`src/design/iec_bus_device_command_decoder_core_macros.svh`:
```
// Assertion shorthands shared by the decoder RTL.
`ifndef IEC_BUS_DEVICE_COMMAND_DECODER_CORE_MACROS_SVH
`define IEC_BUS_DEVICE_COMMAND_DECODER_CORE_MACROS_SVH

// Invariant checked at every clock edge outside reset.
`define IEC_ASSERT(label, prop, msg) \
    label: assert property (@(posedge clk) disable iff (!rst_n) (prop)) else $error(msg);

// Condition in one cycle implies consequence in the next.
`define IEC_ASSERT_NEXT(label, ante, cons, msg) \
    label: assert property (@(posedge clk) disable iff (!rst_n) (ante) |=> (cons)) \
        else $error(msg);

`endif

```
`src/design/iecdec_pkg.sv`:
```
`timescale 1ns / 1ps

package iecdec_pkg;

    localparam int NUM_CHANNELS = 16;
    localparam int CHAN_W       = 4;
    localparam int BUFNUM_W     = 3;
    localparam int DEV_W        = 5;

    localparam logic [BUFNUM_W-1:0] NO_BUFFER   = 3'd7;
    localparam logic [CHAN_W-1:0]   CMD_CHANNEL = 4'd15;
    localparam logic [DEV_W-1:0]    DEVICE_RESET = 5'd8;

    // Bus command codes
    localparam logic [7:0] LISTEN_BASE = 8'h20;
    localparam logic [7:0] TALK_BASE   = 8'h40;
    localparam logic [7:0] UNLISTEN    = 8'h3F;
    localparam logic [7:0] UNTALK      = 8'h5F;

    // High nibble of secondary addresses
    localparam logic [3:0] SEC_DATA  = 4'h6;
    localparam logic [3:0] SEC_CLOSE = 4'hE;
    localparam logic [3:0] SEC_OPEN  = 4'hF;

    // Result transaction, first member in the highest bits
    typedef struct packed {
        logic                pad;
        logic                buffer_released;
        logic [BUFNUM_W-1:0] buffer_of_channel;
        logic                open_failed;
        logic                error_readout_active;
        logic                error_readout_start;
        logic                name_done;
        logic [7:0]          name_byte;
        logic                name_byte_valid;
        logic [CHAN_W-1:0]   channel;
        logic                is_talking;
        logic                is_listening;
    } result_t;

endpackage

```
`src/design/iec_bus_device_command_decoder_core.sv`:
```
`timescale 1ns / 1ps
`include "iec_bus_device_command_decoder_core_macros.svh"

// Command decoder of a disk drive on a serial peripheral bus.
// Input stream (s_*): one bus byte per transaction, together with a flag
// telling whether the command channel buffer has been read out.
// Output stream (m_*): one result per input byte with the bus flags, the
// current channel, the name byte being collected, open/close outcome and
// the buffer number of the current channel.
// Configuration: cfg_we/cfg_wdata write the drive's bus address; write it
// only while no transaction is in flight.
// The byte is decoded against the channel table in the cycle it is
// accepted and the result sits in the output register at the next edge.
// Throughput is one byte per cycle while the receiver does not stall; the
// decode and the first-free buffer search are one combinational pass.
// s_tready stays high while the output register is empty or being drained,
// so a stalled receiver holds one result and then back-pressures the input.
// Reset clears flags, closes all channels, frees all buffers and sets the
// bus address to 8.
module iec_bus_device_command_decoder_core #(
    parameter int NUM_BUFFERS = 4
) (
    input  logic        clk,
    input  logic        rst_n,
    input  logic        cfg_we,
    input  logic [4:0]  cfg_wdata,     // device_number
    input  logic        s_tvalid,
    output logic        s_tready,
    input  logic [15:0] s_tdata,       // [7:0] bus_byte, [8] cmd_buffer_drained
    output logic        m_tvalid,
    input  logic        m_tready,
    // [0] is_listening, [1] is_talking, [5:2] channel, [6] name_byte_valid,
    // [14:7] name_byte, [15] name_done, [16] error_readout_start,
    // [17] error_readout_active, [18] open_failed, [21:19] buffer_of_channel,
    // [22] buffer_released
    output logic [23:0] m_tdata
);

    localparam int USE_W = NUM_BUFFERS + 1;

    logic [iecdec_pkg::DEV_W-1:0]    device_number_reg;
    logic                            listen_reg, listen_next;
    logic                            talk_reg, talk_next;
    logic [iecdec_pkg::CHAN_W-1:0]   channel_reg, channel_next;
    logic                            collecting_reg, collecting_next;
    logic                            err_trig_reg, err_trig_next;
    logic [iecdec_pkg::BUFNUM_W-1:0] chan_buf_reg  [iecdec_pkg::NUM_CHANNELS];
    logic [iecdec_pkg::BUFNUM_W-1:0] chan_buf_next [iecdec_pkg::NUM_CHANNELS];
    logic [iecdec_pkg::NUM_CHANNELS-1:0] chan_open_reg, chan_open_next;
    logic [iecdec_pkg::NUM_CHANNELS-1:0] chan_named_reg, chan_named_next;
    logic [USE_W-1:0]                in_use_reg, in_use_next;

    logic                    out_valid_reg;
    iecdec_pkg::result_t     out_data_reg;
    iecdec_pkg::result_t     res;

    logic                    s_accept;
    logic [7:0]              bus_byte;
    logic                    drained;
    logic [3:0]              nib;
    logic [3:0]              hi;
    logic [7:0]              listen_code;
    logic [7:0]              talk_code;
    logic                    free_found;
    logic [iecdec_pkg::BUFNUM_W-1:0] free_idx;
    logic [iecdec_pkg::BUFNUM_W-1:0] own_buf;
    logic [iecdec_pkg::BUFNUM_W-1:0] cmd_buf;

    assign s_accept    = s_tvalid && s_tready;
    assign s_tready    = !out_valid_reg || m_tready;
    assign m_tvalid    = out_valid_reg;
    assign m_tdata     = out_data_reg;
    assign bus_byte    = s_tdata[7:0];
    assign drained     = s_tdata[8];
    assign nib         = bus_byte[3:0];
    assign hi          = bus_byte[7:4];
    assign listen_code = iecdec_pkg::LISTEN_BASE + {3'b000, device_number_reg};
    assign talk_code   = iecdec_pkg::TALK_BASE + {3'b000, device_number_reg};
    assign own_buf     = chan_buf_reg[nib];
    assign cmd_buf     = iecdec_pkg::BUFNUM_W'(NUM_BUFFERS);

    // Lowest free general buffer
    always_comb
    begin
        free_found = 1'b0;
        free_idx   = iecdec_pkg::NO_BUFFER;
        for (int b = NUM_BUFFERS - 1; b >= 0; b--)
        begin
            if (!in_use_reg[b])
            begin
                free_found = 1'b1;
                free_idx   = iecdec_pkg::BUFNUM_W'(b);
            end
        end
    end

    always_comb
    begin
        listen_next     = listen_reg;
        talk_next       = talk_reg;
        channel_next    = channel_reg;
        collecting_next = collecting_reg;
        err_trig_next   = err_trig_reg;
        chan_buf_next   = chan_buf_reg;
        chan_open_next  = chan_open_reg;
        chan_named_next = chan_named_reg;
        in_use_next     = in_use_reg;
        res             = '0;

        if (collecting_reg)
        begin
            if (bus_byte == iecdec_pkg::UNLISTEN)
            begin
                collecting_next = 1'b0;
                res.name_done   = 1'b1;
            end
            else
            begin
                res.name_byte_valid = 1'b1;
                res.name_byte       = bus_byte;
            end
        end

        // End of name falls through to command decode
        if (!collecting_next)
        begin
            if (bus_byte == listen_code)
            begin
                listen_next = 1'b1;
                talk_next   = 1'b0;
            end
            else if (bus_byte == iecdec_pkg::UNLISTEN)
            begin
                listen_next = 1'b0;
            end
            else if (bus_byte == talk_code)
            begin
                talk_next   = 1'b1;
                listen_next = 1'b0;
            end
            else if (bus_byte == iecdec_pkg::UNTALK)
            begin
                err_trig_next = 1'b0;
                talk_next     = 1'b0;
            end
            else if (hi == iecdec_pkg::SEC_DATA)
            begin
                channel_next = nib;
                if (nib == iecdec_pkg::CMD_CHANNEL && drained)
                begin
                    if (talk_reg)
                    begin
                        res.error_readout_start = 1'b1;
                        chan_named_next[nib]    = 1'b0;
                        chan_open_next[nib]     = 1'b1;
                        err_trig_next           = 1'b1;
                    end
                    else if (listen_reg)
                    begin
                        if (own_buf == iecdec_pkg::NO_BUFFER)
                        begin
                            chan_buf_next[nib]       = cmd_buf;
                            in_use_next[NUM_BUFFERS] = 1'b1;
                        end
                        chan_named_next[nib] = 1'b1;
                        chan_open_next[nib]  = 1'b1;
                        collecting_next      = 1'b1;
                    end
                end
            end
            else if (hi == iecdec_pkg::SEC_CLOSE)
            begin
                channel_next = nib;
                if (own_buf <= cmd_buf)
                begin
                    in_use_next[own_buf] = 1'b0;
                    chan_buf_next[nib]   = iecdec_pkg::NO_BUFFER;
                    res.buffer_released  = 1'b1;
                end
                chan_named_next[nib] = 1'b0;
                chan_open_next[nib]  = 1'b0;
            end
            else if (hi == iecdec_pkg::SEC_OPEN)
            begin
                channel_next = nib;
                if (own_buf != iecdec_pkg::NO_BUFFER || nib == iecdec_pkg::CMD_CHANNEL
                    || free_found)
                begin
                    if (own_buf == iecdec_pkg::NO_BUFFER)
                    begin
                        if (nib == iecdec_pkg::CMD_CHANNEL)
                        begin
                            chan_buf_next[nib]       = cmd_buf;
                            in_use_next[NUM_BUFFERS] = 1'b1;
                        end
                        else
                        begin
                            chan_buf_next[nib]    = free_idx;
                            in_use_next[free_idx] = 1'b1;
                        end
                    end
                    chan_named_next[nib] = 1'b1;
                    chan_open_next[nib]  = 1'b1;
                    collecting_next      = 1'b1;
                end
                else
                begin
                    chan_open_next[nib] = 1'b0;
                    res.open_failed     = 1'b1;
                end
            end
        end

        res.is_listening         = listen_next;
        res.is_talking           = talk_next;
        res.channel              = channel_next;
        res.error_readout_active = err_trig_next;
        res.buffer_of_channel    = chan_buf_next[channel_next];
    end

    always_ff @(posedge clk or negedge rst_n)
    begin
        if (!rst_n)
        begin
            device_number_reg <= iecdec_pkg::DEVICE_RESET;
        end
        else if (cfg_we)
        begin
            device_number_reg <= cfg_wdata;
        end
    end

    // Advance decoder state on each accepted transaction
    always_ff @(posedge clk or negedge rst_n)
    begin
        if (!rst_n)
        begin
            listen_reg     <= 1'b0;
            talk_reg       <= 1'b0;
            channel_reg    <= '0;
            collecting_reg <= 1'b0;
            err_trig_reg   <= 1'b0;
            chan_open_reg  <= '0;
            chan_named_reg <= '0;
            in_use_reg     <= '0;
            for (int i = 0; i < iecdec_pkg::NUM_CHANNELS; i++)
            begin
                chan_buf_reg[i] <= iecdec_pkg::NO_BUFFER;
            end
        end
        else if (s_accept)
        begin
            listen_reg     <= listen_next;
            talk_reg       <= talk_next;
            channel_reg    <= channel_next;
            collecting_reg <= collecting_next;
            err_trig_reg   <= err_trig_next;
            chan_open_reg  <= chan_open_next;
            chan_named_reg <= chan_named_next;
            in_use_reg     <= in_use_next;
            chan_buf_reg   <= chan_buf_next;
        end
    end

    // Output register: hold while the receiver stalls
    always_ff @(posedge clk or negedge rst_n)
    begin
        if (!rst_n)
        begin
            out_valid_reg <= 1'b0;
        end
        else if (s_accept)
        begin
            out_valid_reg <= 1'b1;
        end
        else if (m_tready)
        begin
            out_valid_reg <= 1'b0;
        end
    end

    always_ff @(posedge clk)
    begin
        if (s_accept)
        begin
            out_data_reg <= res;
        end
    end

    `IEC_ASSERT(a_named_is_open, (chan_named_reg & ~chan_open_reg) == '0,
        "named channel is not open")
    `IEC_ASSERT(a_cmd_chan_buf,
        chan_buf_reg[iecdec_pkg::CMD_CHANNEL] == iecdec_pkg::NO_BUFFER ||
        chan_buf_reg[iecdec_pkg::CMD_CHANNEL] == cmd_buf,
        "command channel holds a general buffer")
    `IEC_ASSERT_NEXT(a_name_byte_passed,
        s_accept && collecting_reg && bus_byte != iecdec_pkg::UNLISTEN,
        m_tvalid && out_data_reg.name_byte_valid && out_data_reg.name_byte == $past(bus_byte),
        "name byte not passed to output")
    `IEC_ASSERT(a_result_exclusive,
        !(out_valid_reg && out_data_reg.name_byte_valid &&
          (out_data_reg.open_failed || out_data_reg.buffer_released ||
           out_data_reg.error_readout_start || out_data_reg.name_done)),
        "name byte result also carries a command outcome")

endmodule
```
`config.mk`:
```
export PLATFORM = sky130hd
export DESIGN_NAME = iec_bus_device_command_decoder_core
export DESIGN_NICKNAME = d
export VERILOG_FILES = /design/src/design/iecdec_pkg.sv /design/src/design/iec_bus_device_command_decoder_core.sv
export VERILOG_INCLUDE_DIRS = /design/src /design/src/design
export SDC_FILE = /design/constraint.sdc
export NUM_CORES = 1
export LEC_CHECK = 0
export CAP_MARGIN = 5
export CORE_MARGIN = 5
export CORE_UTILIZATION = 35
export CTS_CLUSTER_DIAMETER = 150
export DETAILED_ROUTE_END_ITERATION = 12
export DONT_BUFFER_PORTS = 1
export SETUP_SLACK_MARGIN = 0.2
export SLEW_MARGIN = 20
export SYNTH_ARGS = -nofsm -noshare
export SYNTH_HDL_FRONTEND = slang
export SYNTH_SLANG_ARGS = --single-unit
```
`constraint.sdc`:
```
create_clock -name clk -period 5.1 [get_ports clk]
set_clock_uncertainty 0.15 [all_clocks]
set_input_delay 1.02 -clock clk [delete_from_list [all_inputs] [get_ports clk]]
set_output_delay 1.02 -clock clk [all_outputs]
set_load 0.1 [all_outputs]
```
# After elaboration in Yosys (flattened, before gate mapping)
# Index checks and enable logic that the tools add are counted.
dict set report totals {
  out_inout_bits 26
  register_bits 90
  elab_cells 198
}
dict set report op_classes {
  bitwise_logic 19
  n_lt_le_gt_ge 8
  n_reduce_logical 21
  n_eq_ne 17
  n_addsub 2
  muxes 95
}
# operator count
set ops {}
lappend ops {{48-bit 2-to-1 mux} 16}
lappend ops {{1-bit 2-to-1 mux} 50}
lappend ops {{48-bit bitwise mux} 1}
lappend ops {{48-bit OR} 1}
lappend ops {{4-bit 2-to-1 mux} 9}
lappend ops {{32-bit bitwise AND} 1}
lappend ops {{32-bit NOT} 1}
lappend ops {{3-bit 2-to-1 mux} 9}
lappend ops {{5-bit 2-to-1 mux} 5}
lappend ops {{3-bit binary-select mux with 4-bit select} 2}
lappend ops {{16-bit OR} 1}
lappend ops {{14-bit AND reduction} 1}
lappend ops {{7-bit OR reduction} 2}
lappend ops {{3-bit demux with 4-bit select} 1}
lappend ops {{4-bit == test (second input constant)} 3}
lappend ops {{12-bit AND reduction} 1}
lappend ops {{5-bit greater-or-equal comparator (second input constant)} 2}
lappend ops {{1-bit NOT} 10}
lappend ops {{4-bit NOT with 5-bit output} 2}
lappend ops {{7-bit by 5-bit adder with 8-bit output (first input constant)} 1}
lappend ops {{8-bit by 6-bit == test with 1-bit output (second input constant)} 1}
lappend ops {{8-bit by 7-bit == test with 1-bit output} 1}
lappend ops {{8-bit by 7-bit == test with 1-bit output (second input constant)} 1}
lappend ops {{8-bit == test} 1}
lappend ops {{other kinds (22)} 39}

# Longest topological paths before layout
# Gate-level depths: netlist of the first run.
dict set report logic_depth {
  depth_word 21
  depth_mapped 13
}

# Worst setup path before layout of the first run
# Ideal clock, no wire load.
dict set report synth_path {
  kind {input -> register}
  from {input m_tready}
  to {register chan_buf_reg[16] in the netlist's numbering}
  arrival_time_ns 3.676
  setup_slack_ns 1.212
  setup_ns 0.062
  n_path_buf 1
  path_stages 7
  path_cell_list {nand2b_1 > nand2_1 > inv_1 > clkbuf_1 > nand2_1 > nor2_1 > o32a_1}
}
dict set report synth_between {
  elab_chain_cells 2
}
# item line_no
set synth_rtl {}
lappend synth_rtl {{from (decl)} iec_bus_device_command_decoder_core.sv:31} ;# input logic m_tready,
lappend synth_rtl {{1-bit logical OR} iec_bus_device_command_decoder_core.sv:70} ;# assign s_tready = !out_valid_reg || m_tready;
lappend synth_rtl {{1-bit logical AND} iec_bus_device_command_decoder_core.sv:69} ;# assign s_accept = s_tvalid && s_tready;
lappend synth_rtl {{named net s_accept} iec_bus_device_command_decoder_core.sv:57} ;# logic s_accept;
lappend synth_rtl {{to (signal, indexed assignment)} iec_bus_device_command_decoder_core.sv:248} ;# chan_buf_reg[i] <= iecdec_pkg::NO_BUFFER;
lappend synth_rtl {{to (signal assigned)} iec_bus_device_command_decoder_core.sv:261} ;# chan_buf_reg <= chan_buf_next;
lappend synth_rtl {{to (decl)} iec_bus_device_command_decoder_core.sv:47} ;# logic [iecdec_pkg::BUFNUM_W-1:0] chan_buf_reg [iecdec_pkg::NUM_CHANNELS];
# The timed path passes the listed nets, and every way through them passes these cells.
# A chain may end at the register's enable or synchronous reset.

==> results of run 1 <==
-- cells in the mapped netlist, drive strengths merged (3+ instances only) --
master   count
and2         5
nor2        61
buf         19
edfxtp      23
dfstp       49
a22oi        4
o21a         3
a221oi       3
mux4        13
o221ai       6
nand2b       7
nand4       10
o31ai        3
and3         9
nor3        25
nor2b        4
mux2i        7
and4         3
a21oi       83
nand2       54
a211o        6
clkinv       3
a2111oi      4
nor4         5
xnor2        5
o21ai       32
a211oi      18
o21bai       3
a21o         7
nand3       11
inv         12
clkbuf      24
mux2         5
or3          4
dfrtp       17
a41oi        6
a31oi       31
-- area by class of cell --
type,count,area share [%]
multi-input combinational,471,47.8
sequential,89,38.1
tap,216,4.28
clock inverter,6,1.55
timing repair buffer,30,3.57
inverter,15,0.892
clock buffer,10,3.79
-- through the flow --
step / setup slack [ns] / area [µm²]
4_1_cts: 1.31 / 6310
5_1_grt: 1.13 / 6310
6_report: 1.22 / 6310
3_5_place_dp: 0.927 / 5970
2_1_floorplan: 1.21 / 5690
3_3_place_gp: 0.934 / 5970
-- how the worst max path moves through the flow --
stage | from | end | slack (ns) | cells after the start
3_5_place_dp | s_tdata[7] | m_tdata[19] | 0.93 | 10
5_1_grt | s_tdata[6] | m_tdata[19] | 1.13 | 10
6_report | s_tdata[7] | m_tdata[19] | 1.22 | 10
4_1_cts | s_tdata[7] | m_tdata[19] | 1.31 | 10
2_1_floorplan | m_tready | chan_buf_reg[16] | 1.21 | 7
3_3_place_gp | s_tdata[7] | m_tdata[20] | 0.93 | 10
-- routing by layer --
layer  up-vias  global-route usage (%)
li1       2373                       -
met1      2633                    30.7
met2       324                    32.6
met3        72                    5.95
met4         0                    11.2
met5         -                       0
-- power groups by stage --
stage | Clock (mW) | Combinational, mW | Sequential, mW
2_1_floorplan | 0 | 0.348 | 1.03
3_3_place_gp | 0 | 0.492 | 1.05
3_5_place_dp | 0 | 0.493 | 1.06
4_1_cts | 0.773 | 0.493 | 1.04
5_1_grt | 0.802 | 0.538 | 1.06
6_report | 0.755 | 0.507 | 1.05
-- logic make-up (layout without fill, tap and decap cells) --
logic type,Yosys count,after routing,share of synthesized area [%]
xor+xnor,6,6,0.923
flops,89,89,42.2
mux,25,25,7.58
buf+inv,58,61,4.81
simple gates,205,205,17.4
compound gates,234,234,27.0
other cells,1,1,0.0659
-- worst register-to-register path: stages, from the launching register on --
cell	delay, ns
dfrtp_1	0.55
a211oi_2	0.71
mux2i_1	0.26
buf_4	0.23
clkinv_1	0.33
nand2_1	0.41
a211oi_1	0.10
a221oi_1	0.52
a41o_1	0.17
o21ai_1	0.09
==> flow_metrics.tcl, run 1 <==
set metrics [dict create \
    status "finished clean" \
    synth_edf_count 23 \
    arrival_ns 3.82 \
    grt_pass1_wl_um 31500 \
    route.detailed.drc 0 \
    drv_cap 0 \
    post_drt_wl_per_cell_um 24.6 \
    final-max-slew-violation-count 0 \
    r2r_start "collecting_reg" \
    final_core_util_pct 39.6 \
    grt_use_total_pct 22.4 \
    grt_max_degree 67 \
    dieWidth_um 138 \
    core-area_mm2 0.0159 \
    final_cells 837 \
    ir_worst_vdd_v 0.000192 \
    route.met3.wl_um 2080 \
    cts_root_buf "clkbuf_16" \
    grt-ovfl-total 0 \
    wl_met2_um 8900 \
    netlist-cell-type-count 78 \
    largest_register_ffs 48 \
    period_needed_ns 3.88 \
    seq_area_frac_synth_pct 42.2 \
    antenna_found_initial 0 \
    cts_hold_buf 0 \
    syn_avg_cell_area_um2 9.21 \
    synth_ff_type "dfstp_2" \
    yosysWarnings 0 \
    fp.dieArea_mm2 0.0189 \
    cts_buffers 9 \
    swShare_pct 36.4 \
    crit_chain "inv_2, a211oi_2, mux2i_1, buf_4, clkinv_1, nand2_1, a211oi_1, a221oi_1, a41o_1, o21ai_1" \
    tritoncts "yes" \
    n_antenna_cell 0 \
    drtIter0Drc 716 \
    start_util_pct 35.7 \
    worstPathRequired_ns 5.04 \
    cts_setup_buffers 0 \
    r2r_end "m_tdata[19]" \
    rsz0062_at_grt "false" \
    route.antenna.remaining_nets 0 \
    hold_class "in2async" \
    drtPass1Iterations 5 \
    setup_viol 0 \
    cts_sinks 89 \
    clock_latency_ns 0.36 \
    nets 642 \
    power_density_mw_per_mm2 366 \
    netlist_area_mm2 0.00569 \
    hold_slack_ns 0.201 \
    dr_total_vias 5402 \
    vias_per_cell 6.45 \
    synth_area_leader_cell "dfstp_2" \
    drive_gt1_share_pct 21.1 \
    worstSetupEndpointType "flip-flop" \
    p_int_mw 1.47 \
    top_layer "met4" \
    syn_nets 644 \
    worst-path-max-fanout 11 \
    timing.critical_path.buf_inv 3 \
    clk_pin_slew_ns 0.07 \
    syn_to_final_growth_pct 10.9 \
    worstMarginPinSlew_ns 1.01 \
    p_seq_share_pct 45.3 \
    yosys.area.top_type_share_pct 22.6 \
    multiInputGateArea_mm2 0.00302 \
    hpwlAfterDp_um 14800 \
    cts_resized 0 \
    drt_wl_total_um 20600 \
    hold_viol_final 0 \
    p_leak_nw 2.21 \
    portBuffers 0 \
    tns_ns 0 \
    slew_headroom_pct 32.3 \
    drt-met1-wl_um 8800 \
    cpPeakStageDelay_ns 0.66 \
    reg2reg_depth 9 \
    synthTopCellsByArea "dfstp_2, edfxtp_1, dfrtp_1" \
    worstSetupPathType "in2reg" \
    synth-async-reset-ratio_pct 74.2 \
    num_io_pins 52 \
    reg2reg_slack_ns 1.32 \
    grt_pass1_vias 5123 \
    die_y_um 138 \
    synth_cells 618 \
    path_delay_family "compound AO/OA/AOI/OAI gates" \
    gp_routability_congestion 0.974 \
    rows 46 \
    cpMaxStageDelayCell "a211oi_2" \
    regArea_mm2 0.00240 \
    p_switching_uw 839 \
    layout_commonest_cell "a21oi_1" \
    mostFrequentLayoutCells "a21oi_1, nor2_1, nand2_1" \
    fill_cells 1589 \
    h-tree-depth 3 \
    clockBufferDepth 2 \
    p_clk_share_pct 32.7 \
    dpl.cell_count 821 \
    synth_seq_cells 89 \
    pwr-share-comb_pct 22.0 \
    p_total_mw 2.31 \
    period_share_pct 76.1 \
    max_freq_mhz 258 \
    crit_path_start_kind "input pin" \
]
Power figures use the tool's default switching activity.
==> run 2: changes to the inputs <==
clock period = 4 ns   (was 5.1 ns; I/O delays follow)
==> flow_metrics.tcl, run 2 (synthesis gave the netlist of run 1 again) <==
set metrics [dict create \
    cts_root_buf "clkbuf_16" \
    syn_to_final_growth_pct 14.4 \
    status "finished clean" \
    p_leak_nw 2.34 \
    worstSetupPathType "reg2reg" \
    tritoncts "yes" \
    gp_routability_congestion 0.980 \
    clock_latency_ns 0.35 \
    vias_per_cell 6.38 \
    largest_register_ffs 48 \
    grt_pass1_vias 5273 \
    drtIter0Drc 603 \
    post_drt_wl_per_cell_um 25.8 \
    hold_class "in2async" \
    cpMaxStageDelayCell "nor2_1" \
    worstMarginPinSlew_ns 0.988 \
    n_antenna_cell 0 \
    power_density_mw_per_mm2 448 \
    slew_headroom_pct 33.9 \
    fill_cells 1600 \
    period_share_pct 84.1 \
    grt-ovfl-total 0 \
    die_y_um 138 \
    grt_use_total_pct 23.9 \
    timing.critical_path.buf_inv 2 \
    worstSetupEndpointType "flip-flop" \
    ir_worst_vdd_v 0.000381 \
    h-tree-depth 3 \
    drv_cap 0 \
    antenna_found_initial 0 \
    cts_buffers 9 \
    rows 46 \
    arrival_ns 3.40 \
    dieWidth_um 138 \
    drtPass1Iterations 5 \
    hold_viol_final 0 \
    drive_gt1_share_pct 24.1 \
    route.detailed.drc 0 \
    start_util_pct 35.7 \
    cts_setup_buffers 0 \
    num_io_pins 52 \
    crit_chain "a211oi_2, buf_4, mux2i_1, clkinv_1, nor2_1, o31ai_1, o221ai_1, a221oi_1, a41o_1, o21ai_1" \
    route.antenna.remaining_nets 0 \
    crit_path_start_kind "flip-flop" \
    reg2reg_depth 10 \
    nets 669 \
    clk_pin_slew_ns 0.07 \
    worstPathRequired_ns 4.04 \
    cp.depth 10 \
    hold_slack_ns 0.140 \
    layout_commonest_cell "a21oi_1" \
    cts_sinks 89 \
    grt_pass1_wl_um 33300 \
    setup_viol 0 \
    drt_wl_total_um 22300 \
    rsz0062_at_grt "false" \
    portBuffers 0 \
    path_delay_family "compound AO/OA/AOI/OAI gates" \
    fp.dieArea_mm2 0.0189 \
    cpPeakStageDelay_ns 0.62 \
    cts_resized 0 \
    dr_total_vias 5510 \
    final-max-slew-violation-count 0 \
    core-area_mm2 0.0159 \
    clockBufferDepth 2 \
    tns_ns 0 \
    period_needed_ns 3.36 \
    hpwlAfterDp_um 15700 \
    mostFrequentLayoutCells "a21oi_1, nor2_1, buf_4" \
    max_freq_mhz 297 \
    grt_max_degree 51 \
    worst-path-max-fanout 15 \
]
-- run 2: power breakdown --
| part | internal [mW] | switching [mW] | leakage (nW) |
|---|---|---|---|
| Sequential | 1.07 | 0.262 | 0.947 |
| Combinational | 0.250 | 0.438 | 1.24 |
| Clock | 0.494 | 0.402 | 0.148 |
-- run 2: routing by layer --
metal  up-vias  part of all wire, %  GRT usage (%)
met5         -                    0              0
met4         0                  2.7           7.04
met3        39                  6.9           4.53
met2       284                   47           38.9
met1      2765                   43           32.3
li1       2422                    -              -
-- run 2: worst paths after layout --
check                                    start               to  slack, ns
worst max-delay path            collecting_reg      m_tdata[19]       0.64
worst min-delay path                     rst_n  chan_buf_reg[4]       0.14
worst max register to register  collecting_reg      m_tdata[19]       0.64
worst min register to register    err_trig_reg     err_trig_reg       0.34
max in group asynchronous                rst_n   channel_reg[3]       2.18
min in group clk                  err_trig_reg     err_trig_reg       0.34
-- run 2: area by class of cell --
type	count	area (µm²)	area share, %
repair buffers	57	455	7.00
inverters	15	56.3	0.865
well taps	216	270	4.15
flip-flops and latches	89	2400	36.9
multi-input cells	471	3020	46.4
clock buffers	10	229	3.52
clock inverters	6	73.8	1.13
-- run 2: metrics by stage --
step | cell area (µm²) | utilization, % | instances | total power, mW | worst slack (ns)
after detailed placement | 6200 | 38.9 | 847 | 2.01 | 0.374
after floorplan | 5690 | - | 618 | 1.76 | 0.275
after global routing | 6510 | 40.8 | 864 | 3.02 | 0.437
after CTS | 6510 | 40.8 | 864 | 2.92 | 0.690
after global placement | 6200 | 38.9 | 847 | 2.00 | 0.376
final | 6510 | 40.8 | 864 | 2.92 | 0.636
-- run 2: timing repair --
action	4_1_cts	5_1_grt
endpoints found under the setup margin	0	0
hold endpoints to repair	17	0
hold buffers	1	0
